**src/sv/mlqs_pkg.sv**
```systemverilog
// Package for the multilevel queue scheduler: word types, constants and commands.
// Used by mlqs_datapath, mlqs_ctrl and multilevel_queue_scheduler.
package mlqs_pkg;

   localparam int MaxProcsDefault  = 8;
   localparam int NumLevelsDefault = 3;

   // Command codes of the request word.
   localparam logic CmdLoad = 1'b0;
   localparam logic CmdTick = 1'b1;

   typedef struct packed {
      logic        command;
      logic [1:0]  level;
      logic [7:0]  proc_id;
      logic [15:0] arrival;
      logic [15:0] burst_total;
      logic [7:0]  cpu_burst_len;
      logic [7:0]  io_len;
      logic [7:0]  slice;
   } req_word_type;

   typedef struct packed {
      logic        load_rejected;
      logic        running_valid;
      logic [7:0]  running_id;
      logic        finish_valid;
      logic [7:0]  finish_id;
      logic [15:0] turnaround;
      logic [15:0] response;
      logic [15:0] waiting;
      logic [15:0] context_switches;
   } rsp_word_type;

   // Operations the controller asks of the datapath, one per cycle.
   typedef enum logic [2:0] {
      OpNone,
      OpLoad,
      OpAdvance,
      OpAdmit,
      OpRetire,
      OpIoReturn,
      OpDispatch,
      OpFinish
   } op_type;

   typedef struct packed {
      op_type op;
      logic   clear_result;
   } cmd_type;

   typedef struct packed {
      logic admit_last;
   } status_type;

endpackage

```
**src/sv/mlqs_datapath.sv**
```systemverilog
// Datapath of the multilevel queue scheduler: process table, ready and I/O queues.
// Depends on mlqs_pkg; driven by mlqs_ctrl through cmd_type and status_type.
module mlqs_datapath #(
   parameter int MAX_PROCS  = mlqs_pkg::MaxProcsDefault,
   parameter int NUM_LEVELS = mlqs_pkg::NumLevelsDefault
) (
   input  logic                  clock,
   input  logic                  reset,
   input  mlqs_pkg::req_word_type req_word,
   input  mlqs_pkg::cmd_type      cmd,
   output mlqs_pkg::status_type   status,
   output mlqs_pkg::rsp_word_type result
);

   localparam int SW = (MAX_PROCS > 1) ? $clog2(MAX_PROCS) : 1;
   localparam int CW = $clog2(MAX_PROCS + 1);
   localparam int LW = (NUM_LEVELS > 1) ? $clog2(NUM_LEVELS) : 1;
   localparam logic [LW-1:0] TopLevel = LW'(NUM_LEVELS - 1);

   typedef logic [SW-1:0] slot_type;
   typedef logic [CW-1:0] cnt_type;

   // Process table, one row per slot.
   logic [LW-1:0] lvl_ff   [MAX_PROCS];
   logic [7:0]    id_ff    [MAX_PROCS];
   logic [15:0]   arr_ff   [MAX_PROCS];
   logic [15:0]   tot_ff   [MAX_PROCS];
   logic [7:0]    cpul_ff  [MAX_PROCS];
   logic [7:0]    iol_ff   [MAX_PROCS];
   logic [7:0]    slc_ff   [MAX_PROCS];
   logic          arrd_ff  [MAX_PROCS];
   logic          strt_ff  [MAX_PROCS];
   logic [15:0]   resp_ff  [MAX_PROCS];
   logic [15:0]   exe_ff   [MAX_PROCS];
   logic [7:0]    brun_ff  [MAX_PROCS];
   logic [7:0]    iorun_ff [MAX_PROCS];
   logic [7:0]    srun_ff  [MAX_PROCS];

   // Ready queues and the I/O queue.
   slot_type rq_ff   [NUM_LEVELS][MAX_PROCS];
   slot_type rqh_ff  [NUM_LEVELS];
   cnt_type  rqc_ff  [NUM_LEVELS];
   slot_type ioq_ff  [MAX_PROCS];
   slot_type ioh_ff;
   cnt_type  ioc_ff;

   logic [15:0] time_ff;
   cnt_type     pcount_ff;
   logic        busy_ff;
   slot_type    cslot_ff;
   logic [15:0] disp_ff;
   slot_type    scan_ff;
   mlqs_pkg::rsp_word_type res_ff;

   slot_type cs;
   slot_type ioslot;
   logic [LW-1:0] ld_lvl;
   logic [15:0] tt;
   logic [LW-1:0] pick_lvl;
   logic pick_ok;
   logic [15:0] nz_tot;
   logic [7:0] nz_cpu, nz_io, nz_slc;

   function automatic slot_type wrap_add(slot_type h, cnt_type c);
      logic [SW:0] s;
      s = {1'b0, h} + (SW+1)'(c);
      if (s >= (SW+1)'(MAX_PROCS)) begin
         s = s - (SW+1)'(MAX_PROCS);
      end
      return s[SW-1:0];
   endfunction

   // Combinational selections for the current step.
   always_comb begin
      cs     = cslot_ff;
      ioslot = ioq_ff[ioh_ff];
      ld_lvl = (req_word.level >= 2'(NUM_LEVELS)) ? TopLevel : LW'(req_word.level);
      nz_tot = (req_word.burst_total == 16'd0) ? 16'd1 : req_word.burst_total;
      nz_cpu = (req_word.cpu_burst_len == 8'd0) ? 8'd1 : req_word.cpu_burst_len;
      nz_io  = (req_word.io_len == 8'd0) ? 8'd1 : req_word.io_len;
      nz_slc = (req_word.slice == 8'd0) ? 8'd1 : req_word.slice;
      tt = (time_ff >= arr_ff[cs]) ? time_ff - arr_ff[cs] : 16'd0;
      pick_ok  = 1'b0;
      pick_lvl = '0;
      for (int l = 0; l < NUM_LEVELS; l++) begin
         if (rqc_ff[l] != '0) begin
            pick_ok  = 1'b1;
            pick_lvl = LW'(l);
         end
      end
      status.admit_last = ({1'b0, scan_ff} + 1'b1 >= (SW+1)'(pcount_ff))
                          || (32'(scan_ff) == MAX_PROCS - 1);
   end

   // One load or one step of the tick sequence per cycle, as commanded.
   always_ff @(posedge clock) begin
      if (reset) begin
         time_ff   <= '0;
         pcount_ff <= '0;
         busy_ff   <= 1'b0;
         cslot_ff  <= '0;
         disp_ff   <= '0;
         scan_ff   <= '0;
         ioh_ff    <= '0;
         ioc_ff    <= '0;
         for (int l = 0; l < NUM_LEVELS; l++) begin
            rqh_ff[l] <= '0;
            rqc_ff[l] <= '0;
         end
         res_ff <= '0;
      end else begin
         // A load into a full table is flagged as the result is cleared.
         if (cmd.clear_result) begin
            res_ff.load_rejected <= (cmd.op == mlqs_pkg::OpLoad)
                                    && (pcount_ff >= CW'(MAX_PROCS));
            res_ff.finish_valid  <= 1'b0;
            res_ff.finish_id     <= '0;
            res_ff.turnaround    <= '0;
            res_ff.response      <= '0;
            res_ff.waiting       <= '0;
            scan_ff              <= '0;
         end
         case (cmd.op)
            mlqs_pkg::OpLoad: begin
               if (pcount_ff < CW'(MAX_PROCS)) begin
                  lvl_ff[pcount_ff[SW-1:0]]  <= ld_lvl;
                  id_ff[pcount_ff[SW-1:0]]   <= req_word.proc_id;
                  arr_ff[pcount_ff[SW-1:0]]  <= req_word.arrival;
                  tot_ff[pcount_ff[SW-1:0]]  <= nz_tot;
                  cpul_ff[pcount_ff[SW-1:0]] <= nz_cpu;
                  iol_ff[pcount_ff[SW-1:0]]  <= nz_io;
                  slc_ff[pcount_ff[SW-1:0]]  <= nz_slc;
                  arrd_ff[pcount_ff[SW-1:0]] <= 1'b0;
                  strt_ff[pcount_ff[SW-1:0]] <= 1'b0;
                  resp_ff[pcount_ff[SW-1:0]] <= '0;
                  exe_ff[pcount_ff[SW-1:0]]  <= '0;
                  brun_ff[pcount_ff[SW-1:0]] <= '0;
                  iorun_ff[pcount_ff[SW-1:0]] <= '0;
                  srun_ff[pcount_ff[SW-1:0]] <= '0;
                  pcount_ff <= pcount_ff + 1'b1;
               end
            end
            mlqs_pkg::OpAdvance: begin
               if (busy_ff) begin
                  exe_ff[cs]  <= exe_ff[cs] + 16'd1;
                  brun_ff[cs] <= brun_ff[cs] + 8'd1;
                  srun_ff[cs] <= srun_ff[cs] + 8'd1;
               end
               if (ioc_ff != '0) begin
                  iorun_ff[ioslot] <= iorun_ff[ioslot] + 8'd1;
               end
            end
            mlqs_pkg::OpAdmit: begin
               // One table row is examined per cycle, in load order.
               if (CW'(scan_ff) < pcount_ff && !arrd_ff[scan_ff]
                   && arr_ff[scan_ff] <= time_ff) begin
                  arrd_ff[scan_ff] <= 1'b1;
                  if (rqc_ff[lvl_ff[scan_ff]] < CW'(MAX_PROCS)) begin
                     rq_ff[lvl_ff[scan_ff]][wrap_add(rqh_ff[lvl_ff[scan_ff]],
                        rqc_ff[lvl_ff[scan_ff]])] <= scan_ff;
                     rqc_ff[lvl_ff[scan_ff]] <= rqc_ff[lvl_ff[scan_ff]] + 1'b1;
                  end
               end
               scan_ff <= scan_ff + 1'b1;
            end
            mlqs_pkg::OpRetire: begin
               if (busy_ff) begin
                  if (exe_ff[cs] == tot_ff[cs]) begin
                     res_ff.finish_valid <= 1'b1;
                     res_ff.finish_id    <= id_ff[cs];
                     res_ff.turnaround   <= tt;
                     res_ff.response     <= resp_ff[cs];
                     res_ff.waiting      <= (tt >= tot_ff[cs]) ? tt - tot_ff[cs] : 16'd0;
                     busy_ff <= 1'b0;
                  end else if (brun_ff[cs] == cpul_ff[cs]) begin
                     brun_ff[cs]  <= '0;
                     iorun_ff[cs] <= '0;
                     srun_ff[cs]  <= '0;
                     if (ioc_ff < CW'(MAX_PROCS)) begin
                        ioq_ff[wrap_add(ioh_ff, ioc_ff)] <= cs;
                        ioc_ff <= ioc_ff + 1'b1;
                     end
                     busy_ff <= 1'b0;
                  end else if (srun_ff[cs] == slc_ff[cs]) begin
                     srun_ff[cs] <= '0;
                     if (rqc_ff[lvl_ff[cs]] < CW'(MAX_PROCS)) begin
                        rq_ff[lvl_ff[cs]][wrap_add(rqh_ff[lvl_ff[cs]],
                           rqc_ff[lvl_ff[cs]])] <= cs;
                        rqc_ff[lvl_ff[cs]] <= rqc_ff[lvl_ff[cs]] + 1'b1;
                     end
                     busy_ff <= 1'b0;
                  end
               end
            end
            mlqs_pkg::OpIoReturn: begin
               if (ioc_ff != '0 && iorun_ff[ioslot] == iol_ff[ioslot]) begin
                  brun_ff[ioslot] <= '0;
                  srun_ff[ioslot] <= '0;
                  ioh_ff <= wrap_add(ioh_ff, CW'(1));
                  ioc_ff <= ioc_ff - 1'b1;
                  if (rqc_ff[lvl_ff[ioslot]] < CW'(MAX_PROCS)) begin
                     rq_ff[lvl_ff[ioslot]][wrap_add(rqh_ff[lvl_ff[ioslot]],
                        rqc_ff[lvl_ff[ioslot]])] <= ioslot;
                     rqc_ff[lvl_ff[ioslot]] <= rqc_ff[lvl_ff[ioslot]] + 1'b1;
                  end
               end
            end
            mlqs_pkg::OpDispatch: begin
               if (!busy_ff && pick_ok) begin
                  busy_ff  <= 1'b1;
                  cslot_ff <= rq_ff[pick_lvl][rqh_ff[pick_lvl]];
                  rqh_ff[pick_lvl] <= wrap_add(rqh_ff[pick_lvl], CW'(1));
                  rqc_ff[pick_lvl] <= rqc_ff[pick_lvl] - 1'b1;
                  if (disp_ff != 16'hFFFF) begin
                     disp_ff <= disp_ff + 16'd1;
                  end
                  if (!strt_ff[rq_ff[pick_lvl][rqh_ff[pick_lvl]]]) begin
                     strt_ff[rq_ff[pick_lvl][rqh_ff[pick_lvl]]] <= 1'b1;
                     resp_ff[rq_ff[pick_lvl][rqh_ff[pick_lvl]]] <=
                        (time_ff >= arr_ff[rq_ff[pick_lvl][rqh_ff[pick_lvl]]]) ?
                        time_ff - arr_ff[rq_ff[pick_lvl][rqh_ff[pick_lvl]]] : 16'd0;
                  end
               end
               if (time_ff != 16'hFFFF) begin
                  time_ff <= time_ff + 16'd1;
               end
            end
            mlqs_pkg::OpFinish: begin
               res_ff.running_valid    <= busy_ff;
               res_ff.running_id       <= busy_ff ? id_ff[cs] : 8'd0;
               res_ff.context_switches <= (disp_ff != 16'd0) ? disp_ff - 16'd1 : 16'd0;
            end
            default: begin
            end
         endcase
      end
   end

   assign result = res_ff;

endmodule

```
**src/sv/mlqs_ctrl.sv**
```systemverilog
// Controller of the multilevel queue scheduler: handshakes and step sequencing.
// Depends on mlqs_pkg; commands mlqs_datapath.
module mlqs_ctrl (
   input  logic                 clock,
   input  logic                 reset,
   input  logic                 req_valid,
   output logic                 req_ready,
   input  logic                 req_command,
   output logic                 rsp_valid,
   input  logic                 rsp_ready,
   input  mlqs_pkg::status_type status,
   output mlqs_pkg::cmd_type    cmd
);

   typedef enum logic [2:0] {
      StIdle, StAdvance, StAdmit, StRetire, StIoReturn, StDispatch, StFinish, StOut
   } state_type;

   state_type state_ff;
   logic      valid_ff;

   assign req_ready = (state_ff == StIdle);
   assign rsp_valid = valid_ff;

   // Command decode for the current state.
   always_comb begin
      cmd.clear_result = 1'b0;
      cmd.op = mlqs_pkg::OpNone;
      case (state_ff)
         StIdle: begin
            if (req_valid) begin
               cmd.clear_result = 1'b1;
               cmd.op = (req_command == mlqs_pkg::CmdLoad) ? mlqs_pkg::OpLoad
                                                            : mlqs_pkg::OpNone;
            end
         end
         StAdvance:  cmd.op = mlqs_pkg::OpAdvance;
         StAdmit:    cmd.op = mlqs_pkg::OpAdmit;
         StRetire:   cmd.op = mlqs_pkg::OpRetire;
         StIoReturn: cmd.op = mlqs_pkg::OpIoReturn;
         StDispatch: cmd.op = mlqs_pkg::OpDispatch;
         StFinish:   cmd.op = mlqs_pkg::OpFinish;
         default:    cmd.op = mlqs_pkg::OpNone;
      endcase
   end

   // State register and the registered response valid.
   always_ff @(posedge clock) begin
      if (reset) begin
         state_ff <= StIdle;
         valid_ff <= 1'b0;
      end else begin
         case (state_ff)
            StIdle: begin
               if (req_valid) begin
                  state_ff <= (req_command == mlqs_pkg::CmdTick) ? StAdvance : StFinish;
               end
            end
            StAdvance:  state_ff <= StAdmit;
            StAdmit:    state_ff <= status.admit_last ? StRetire : StAdmit;
            StRetire:   state_ff <= StIoReturn;
            StIoReturn: state_ff <= StDispatch;
            StDispatch: state_ff <= StFinish;
            StFinish: begin
               state_ff <= StOut;
               valid_ff <= 1'b1;
            end
            StOut: begin
               if (rsp_ready) begin
                  valid_ff <= 1'b0;
                  state_ff <= StIdle;
               end
            end
            default: state_ff <= StIdle;
         endcase
      end
   end

endmodule

```
**src/sv/multilevel_queue_scheduler.sv**
```systemverilog
// Top level of the multilevel queue scheduler.
// Depends on mlqs_pkg, mlqs_ctrl and mlqs_datapath.
//
//   Channel | Ports                          | Direction
//   request | req_valid, req_ready, req_word | in
//   result  | rsp_valid, rsp_ready, rsp_word | out
//
// A load word goes from the idle state through the finish state to the output state, where its result is shown.
// A tick steps through the advance, admission, retire, I/O return, dispatch and finish states;
// the admission scan visits one table row per cycle, over the loaded rows (at least one, at most MAX_PROCS).
// Reset is synchronous and clears all control state; table rows hold garbage until loaded.
// A result that is not taken holds the block; no new word is accepted until it goes.
module multilevel_queue_scheduler #(
   parameter int MAX_PROCS  = mlqs_pkg::MaxProcsDefault,
   parameter int NUM_LEVELS = mlqs_pkg::NumLevelsDefault
) (
   input  logic                   clock,
   input  logic                   reset,
   input  logic                   req_valid,
   output logic                   req_ready,
   input  mlqs_pkg::req_word_type req_word,
   output logic                   rsp_valid,
   input  logic                   rsp_ready,
   output mlqs_pkg::rsp_word_type rsp_word
);

   mlqs_pkg::cmd_type    cmd;
   mlqs_pkg::status_type status;

   mlqs_ctrl u_ctrl (
      .clock       (clock),
      .reset       (reset),
      .req_valid   (req_valid),
      .req_ready   (req_ready),
      .req_command (req_word.command),
      .rsp_valid   (rsp_valid),
      .rsp_ready   (rsp_ready),
      .status      (status),
      .cmd         (cmd)
   );

   mlqs_datapath #(
      .MAX_PROCS  (MAX_PROCS),
      .NUM_LEVELS (NUM_LEVELS)
   ) u_datapath (
      .clock    (clock),
      .reset    (reset),
      .req_word (req_word),
      .cmd      (cmd),
      .status   (status),
      .result   (rsp_word)
   );

endmodule

```
**config.mk**
```make
export PLATFORM = sky130hd
export DESIGN_NAME = multilevel_queue_scheduler
export DESIGN_NICKNAME = d
export VERILOG_FILES = /design/src/sv/mlqs_pkg.sv /design/src/sv/mlqs_datapath.sv /design/src/sv/mlqs_ctrl.sv /design/src/sv/multilevel_queue_scheduler.sv
export SDC_FILE = /design/constraint.sdc
export NUM_CORES = 2
export LEC_CHECK = 0
export BUFFER_PORTS_ARGS = -buffer_cell sky130_fd_sc_hd__buf_2
export CAP_MARGIN = 40
export CELL_PAD_IN_SITES_DETAIL_PLACEMENT = 1
export CELL_PAD_IN_SITES_GLOBAL_PLACEMENT = 2
export CORE_MARGIN = 4
export CORE_UTILIZATION = 45
export DETAILED_ROUTE_END_ITERATION = 10
export PLACE_DENSITY = 0.79
export RECOVER_POWER = 50
export SLEW_MARGIN = 40
export SYNTH_ARGS = -nofsm -noshare
export SYNTH_HDL_FRONTEND = slang
export SYNTH_SLANG_ARGS = --single-unit
```
**constraint.sdc**
```tcl
create_clock -name clock -period 23.6 [get_ports clock]
set_input_delay 4.72 -clock clock [delete_from_list [all_inputs] [get_ports clock]]
set_output_delay 4.72 -clock clock [all_outputs]
set_load 0.01 [all_outputs]
```
* Word level (Yosys, flattened, before mapping)
Memory sizes are Yosys's and may differ from the RTL's. A register that Yosys moved wholly into a read port is not among the register bits. Cells that the tools add are included. W data, S select, Z words.
Word-level totals: bits in registers 137, memory bits (writable) 1109, input bits 71, output and inout bits 85, word-level logic and storage cells 418, memories 18
Operators by class: $add $sub $neg 31, $lt $le $gt $ge 26, equality and inequality tests 29, multiplexer cells 237, bitwise gates (word level) 7, reduce and logical (&&, ||, !) cells 51
Memory list:
- u_datapath.arr_ff | depth 8, width 16, read ports 3, clocked after memory_dff 2, write ports 1, line mlqs_datapath.sv:26 | logic [15:0] arr_ff [MAX_PROCS];
- u_datapath.exe_ff | depth 8, width 16, read ports 1, clocked after memory_dff 1, write ports 1, line mlqs_datapath.sv:34 | logic [15:0] exe_ff [MAX_PROCS];
- u_datapath.resp_ff | depth 8, width 16, read ports 1, clocked after memory_dff 1, write ports 1, line mlqs_datapath.sv:33 | logic [15:0] resp_ff [MAX_PROCS];
- u_datapath.tot_ff | depth 8, width 16, read ports 1, clocked after memory_dff 1, write ports 1, line mlqs_datapath.sv:27 | logic [15:0] tot_ff [MAX_PROCS];
- u_datapath.rq_ff | depth 3, width 24, read ports 1, clocked after memory_dff 0, write ports 1, line mlqs_datapath.sv:40 | slot_type rq_ff [NUM_LEVELS][MAX_PROCS];
- u_datapath.brun_ff | depth 8, width 8, read ports 1, clocked after memory_dff 1, write ports 1, line mlqs_datapath.sv:35 | logic [7:0] brun_ff [MAX_PROCS];
- 12 more memories
Operators with widths (number):
- $mux W3 | 79
- $mux W57 | 4
- $mux W24 | 7
- $mux W16 | 7
- $mux W8 | 13
- $mux W1 | 99
- $add A16 B1 Y16 const B | 3
- $ge A16 B16 Y1 | 3
- $reduce_or A24 Y1 | 2
- $reduce_or A8 Y1 | 6
- $sub A16 B16 Y16 | 3
- $ge A4 B4 Y1 const B | 11
- $mux W4 | 10
- $ne A16 B16 Y1 const B | 2
- $reduce_or A16 Y1 | 2
- $demux W3 S3 | 3
- $eq A3 B3 Y1 const B | 9
- $add A8 B1 Y8 const B | 3
- $eq A8 B8 Y1 | 3
- $logic_not A8 Y1 | 3
- $pmux W3 S8 | 1
- $pmux W3 S7 | 1
- $add A4 B1 Y4 const B | 5
- $lt A4 B4 Y1 const B | 5
- 36 further kinds | 97

* Logic depth before layout (Yosys ltp)
An unclocked memory read counts as a cell.
word-level depth 20, gate-level depth with buffers 34, depth with buffers taken out 27

* By module
From an unflattened synthesis, not the netlist that was laid out.
Second synthesis, totals: cells, all modules 4032, area, all modules 58902.7 um^2
Modules (own cells, without submodules):
- mlqs_datapath | instances 1, cells each 4000, area an instance 58643.7 um^2, seq. area each 36354.9 um^2
- mlqs_ctrl | instances 1, cells each 32, area an instance 259.0 um^2, seq. area each 80.1 um^2

* Least setup slack after synthesis
OpenSTA, ideal clock, no wires.
kind input port to flip-flop, start point input req_valid, end point memory u_datapath.arr_ff[4][0] (enable), setup time 0.571 ns, arrival time 10.276 ns, data required time 23.029 ns, path slack 12.753 ns, stages on the path 6, buffers on the path 2, cells stage by stage nand2_1 or3_1 clkbuf_1 or3_1 clkbuf_1 nor3_1
Between the ends: cells in the longest elaborated chain, start to end 6
Ends and longest elaborated chain:
- start, declared | line multilevel_queue_scheduler.sv:19 | input logic req_valid,
- $mux W4 | line mlqs_ctrl.sv:31 | if (req_valid) begin
- $pmux W3 S7 | line mlqs_ctrl.sv:29 | case (state_ff)
- $eq A3 B1 Y1 | line mlqs_datapath.sv:123 | case (cmd.op)
- $mux W1 | line mlqs_datapath.sv:123
- $mux W1 | line mlqs_datapath.sv:97 | if (reset) begin
- $mux W1 (implied by the code) | line mlqs_datapath.sv:128 | arr_ff[pcount_ff[SW-1:0]] <= req_word.arrival;
- end, declared | line mlqs_datapath.sv:26
No other way between the ends.

==> impl_metrics.py <==
metrics = {
    "outcome": {
        "status": "finished, violations left",
        "violations": "capacitance limit, slew limit",
    },
    "yosys": {
        "ys_dominant_reg_cell": "edfxtp_1",
        "synth.yosys.seq_area_share_pct": 63.6,
        "synth_edf_count": 1116,
        "yosys_warnings": 0,
        "yosysTopAreaCell": "edfxtp_1",
        "ys_ff_latch": 1262,
        "ys_types": 93,
        "synth_common_cells": "1116 x edfxtp_1, 384 x nor2_1, 259 x mux4_2",
        "synth.most_common_cell": "edfxtp_1",
        "synth.area.top_cells": "edfxtp_1 58%, mux4_2 10%, dfxtp_1 5.1%",
        "synthArstFlopShare_pct": 0,
        "synth_top_area_share_pct": 58.5,
        "syn_inst": 3840,
        "syn_avg_cell_area_sq_um": 14.9,
        "synthesis.area_sq_um": 57300,
    },
    "critical_path": {
        "crit_chain": "clkbuf_1 > clkbuf_1 > clkbuf_1 > buf_16 > mux4_2 > xor2_1 > nor4_1 > and4_1 > o211ai_1 > nand2_1 > nor4b_4 > buf_4 > mux2_2 > mux2i_1 > inv_1 > ha_1 > nand2b_1 > o32a_1 > nand3_1 > nor2_1",
        "cp_num_buf_inv": 6,
        "cp-end-kind": "flop",
        "crit_arrival_ns": 14.60,
        "cp.required_ns": 24.08,
        "cp_max_fo": 53,
        "critical-path-top-delay-family": "buffers and inverters",
        "r2r_slack_ns": 9.47,
        "cpMaxStageDelayCell": "clkbuf_1",
        "start_kind": "flop",
        "crit_type": "reg -> reg",
        "r2r_end": "u_datapath.rqc_ff[1][2]$_SDFFCE_PN0P_",
        "crit_path_frequent_cell": "clkbuf_1",
        "cpPeakStageDelay_ns": 3.22,
        "rr_worst_depth": 20,
    },
    "placement": {
        "place.detailed.hpwl_mm": 102,
        "gp_routability_congestion": 0.803,
        "place_inst": 5491,
        "numPortBuffers": 155,
    },
    "routing": {
        "final_antenna_net_count": 0,
        "post_drt_wl_per_cell_um": 26.5,
        "via_count": 33933,
        "drt-vias-per-instance": 5.90,
        "routed_wl_mm": 153,
        "drc": 0,
        "drtPass1Iterations": 5,
        "drt_iter0_markers": 2733,
    },
    "power": {
        "peakVddDrop_mv": 0.0664,
        "power.total_uw": 5260,
        "power.density_nw_per_um2": 81.9,
        "cellLeakagePower_uw": 0.0218,
    },
    "cts": {
        "cts_tree": "done",
        "cts_root_buf": "clkbuf_16",
        "path_clk_slew_ns": 0.06,
        "holdBufCountCts": 0,
        "cts_setup_buffers": 0,
        "cts_max_level": 4,
        "clk_latency_ns": 0.77,
        "ctsResizeCount": 0,
        "cts_buffers": 136,
        "clockBufferDepth": 3,
        "cts_sinks": 1262,
    },
    "final_layout": {
        "finalNetCount": 4152,
        "drive_gt1_share_pct": 16.4,
        "syn2layout_area_growth_pct": 12.0,
        "fin_cells": 5748,
        "utilization_pct": 50.9,
    },
    "sta": {
        "drv_slew": 492,
        "setup_viol": 0,
        "slew_headroom_pct": -191,
        "tightest_slew_ns": 4.36,
        "rsz0062_at_grt": "no",
        "fin_hold_ws_ns": 0.458,
        "fmax_ghz": 0.0708,
        "finClkSkew_ns": 0.0343,
        "fin_crit_sh_pct": 59.9,
        "finalHoldViolations": 0,
        "fin_crit_ns": 14.13,
        "finalSetupTns_ns": 0,
    },
    "floorplan": {
        "num_io_pins": 156,
        "dieArea_sq_um": 133000,
        "die_w_um": 365,
        "placementRows": 130,
        "core_area_sq_um": 126000,
        "floorplan.initialDensity_pct": 45.5,
        "die_h_um": 365,
    },
    "global_route": {
        "grt_overflow": 0,
        "grt_max_degree": 78,
        "grt_usage_pct": 22.9,
        "grt_pass1_vias": 35402,
        "grt_pass1_wl_mm": 228,
        "antenna_found_initial": 6,
    },
    "hold_path": {
        "hold_depth": 2,
        "hold_class": "reg -> reg",
        "hp-start": "u_datapath.result[21]$_SDFF_PP0_",
        "hold_end": "u_datapath.result[21]$_SDFF_PP0_",
    },
    "run": {
        "maxCapViolations": 14,
    },
}
final cells by class:
type / instances / area [sq um]
fill: 12189 / 61800
sequential: 1262 / 36400
multi-input combinational: 2265 / 19800
clock buffer: 169 / 3620
tap: 1650 / 2060
timing repair buffer: 235 / 1190
clock inverter: 82 / 816
inverter: 81 / 304
antenna: 4 / 10.0
worst max-delay path by stage:
stage / cells after the start / from / slack (ns) / endpoint
4_1_cts: 23 / u_datapath.rqc_ff[2][0]$_SDFFCE_PN0P_ / 15.09 / u_datapath.resp_ff[1][5]$_DFFE_PP_
3_3_place_gp: 23 / u_datapath.rqc_ff[2][1]$_SDFFCE_PN0P_ / 14.94 / u_datapath.resp_ff[0][5]$_DFFE_PP_
2_1_floorplan: 6 / req_valid / 12.75 / u_datapath.arr_ff[4][0]$_DFFE_PP_
6_report: 20 / flop / 9.47 / u_datapath.rqc_ff[1][2]$_SDFFCE_PN0P_
3_5_place_dp: 23 / u_datapath.rqc_ff[2][1]$_SDFFCE_PN0P_ / 15.13 / u_datapath.resp_ff[0][5]$_DFFE_PP_
5_1_grt: 20 / flop / 7.53 / u_datapath.rqc_ff[1][2]$_SDFFCE_PN0P_
cells in the final DEF, fill, tap and decap left out, types with 31 or more instances in the layout:
master and n:
edfxtp_1 1116, nor2_1 361, mux4_2 258, mux2i_1 238, clkbuf_1 191, nand2_1 183, dfxtp_1 141, clkbuf_16 139
a21oi_1 126, xnor2_1 108, ha_1 92, xor2_1 87, inv_1 80, nor3_1 70, o21ai_0 60, mux2_2 60
a211oi_1 55, a31oi_1 50, buf_4 46, nor2b_1 45, a22oi_1 44, nand3_1 38, nand4_1 32, clkinv_2 31
cells by family (layout without fill, tap and decap cells):
group	Yosys count	count (layout)	share of synthesized area, %
AOI/OAI and AO/OA	470	470	5.45
adders and majority gates	100	100	2.29
muxes	571	571	15.8
DFF	1262	1262	63.6
xor gates and xnor gates	195	195	2.98
other	1	7	0.00654
and+or+nand+nor	926	926	7.55
buffers and inverters	315	567	2.34
state kept, by name, indices dropped and copies added (netlist names), 24 cells and up, named ones only:
name	flops
u_datapath.slc_ff	64
u_datapath.tot_ff	128
u_datapath.rq_ff	72
u_datapath.result	83
u_datapath.brun_ff	64
u_datapath.id_ff	64
u_datapath.cpul_ff	64
u_datapath.iol_ff	64
u_datapath.iorun_ff	64
u_datapath.arr_ff	128
u_datapath.ioq_ff	24
u_datapath.resp_ff	128
u_datapath.exe_ff	128
u_datapath.srun_ff	64
power breakdown:
part / internal (uW) / switching (uW)
Combinational: 260 / 415
Clock: 1220 / 897
Sequential: 2440 / 21.6
Total: 3930 / 1330
per-stage QoR:
step           setup slack, ns  area [sq um]
6_report                  9.47         64200
3_5_place_dp             15.13         60100
3_3_place_gp             14.94         59800
4_1_cts                  15.09         64600
5_1_grt                   7.53         64200
2_1_floorplan            12.75         57300
tightest hold or removal path: stages (launching register included):
cell     delay [ns]
dfxtp_1        0.33
nand2_1        0.04
o21ai_0        0.05
per-layer routing:
metal  GRT usage (%)  part of all wire, %  up-vias
li1                -                    -    15107
met1            32.4                   44    17734
met2            37.7                   49      900
met3            3.38                  5.1      186
met4            5.39                  2.0        6
met5               0                0.027        -
(Power assumes the default switching activity.)
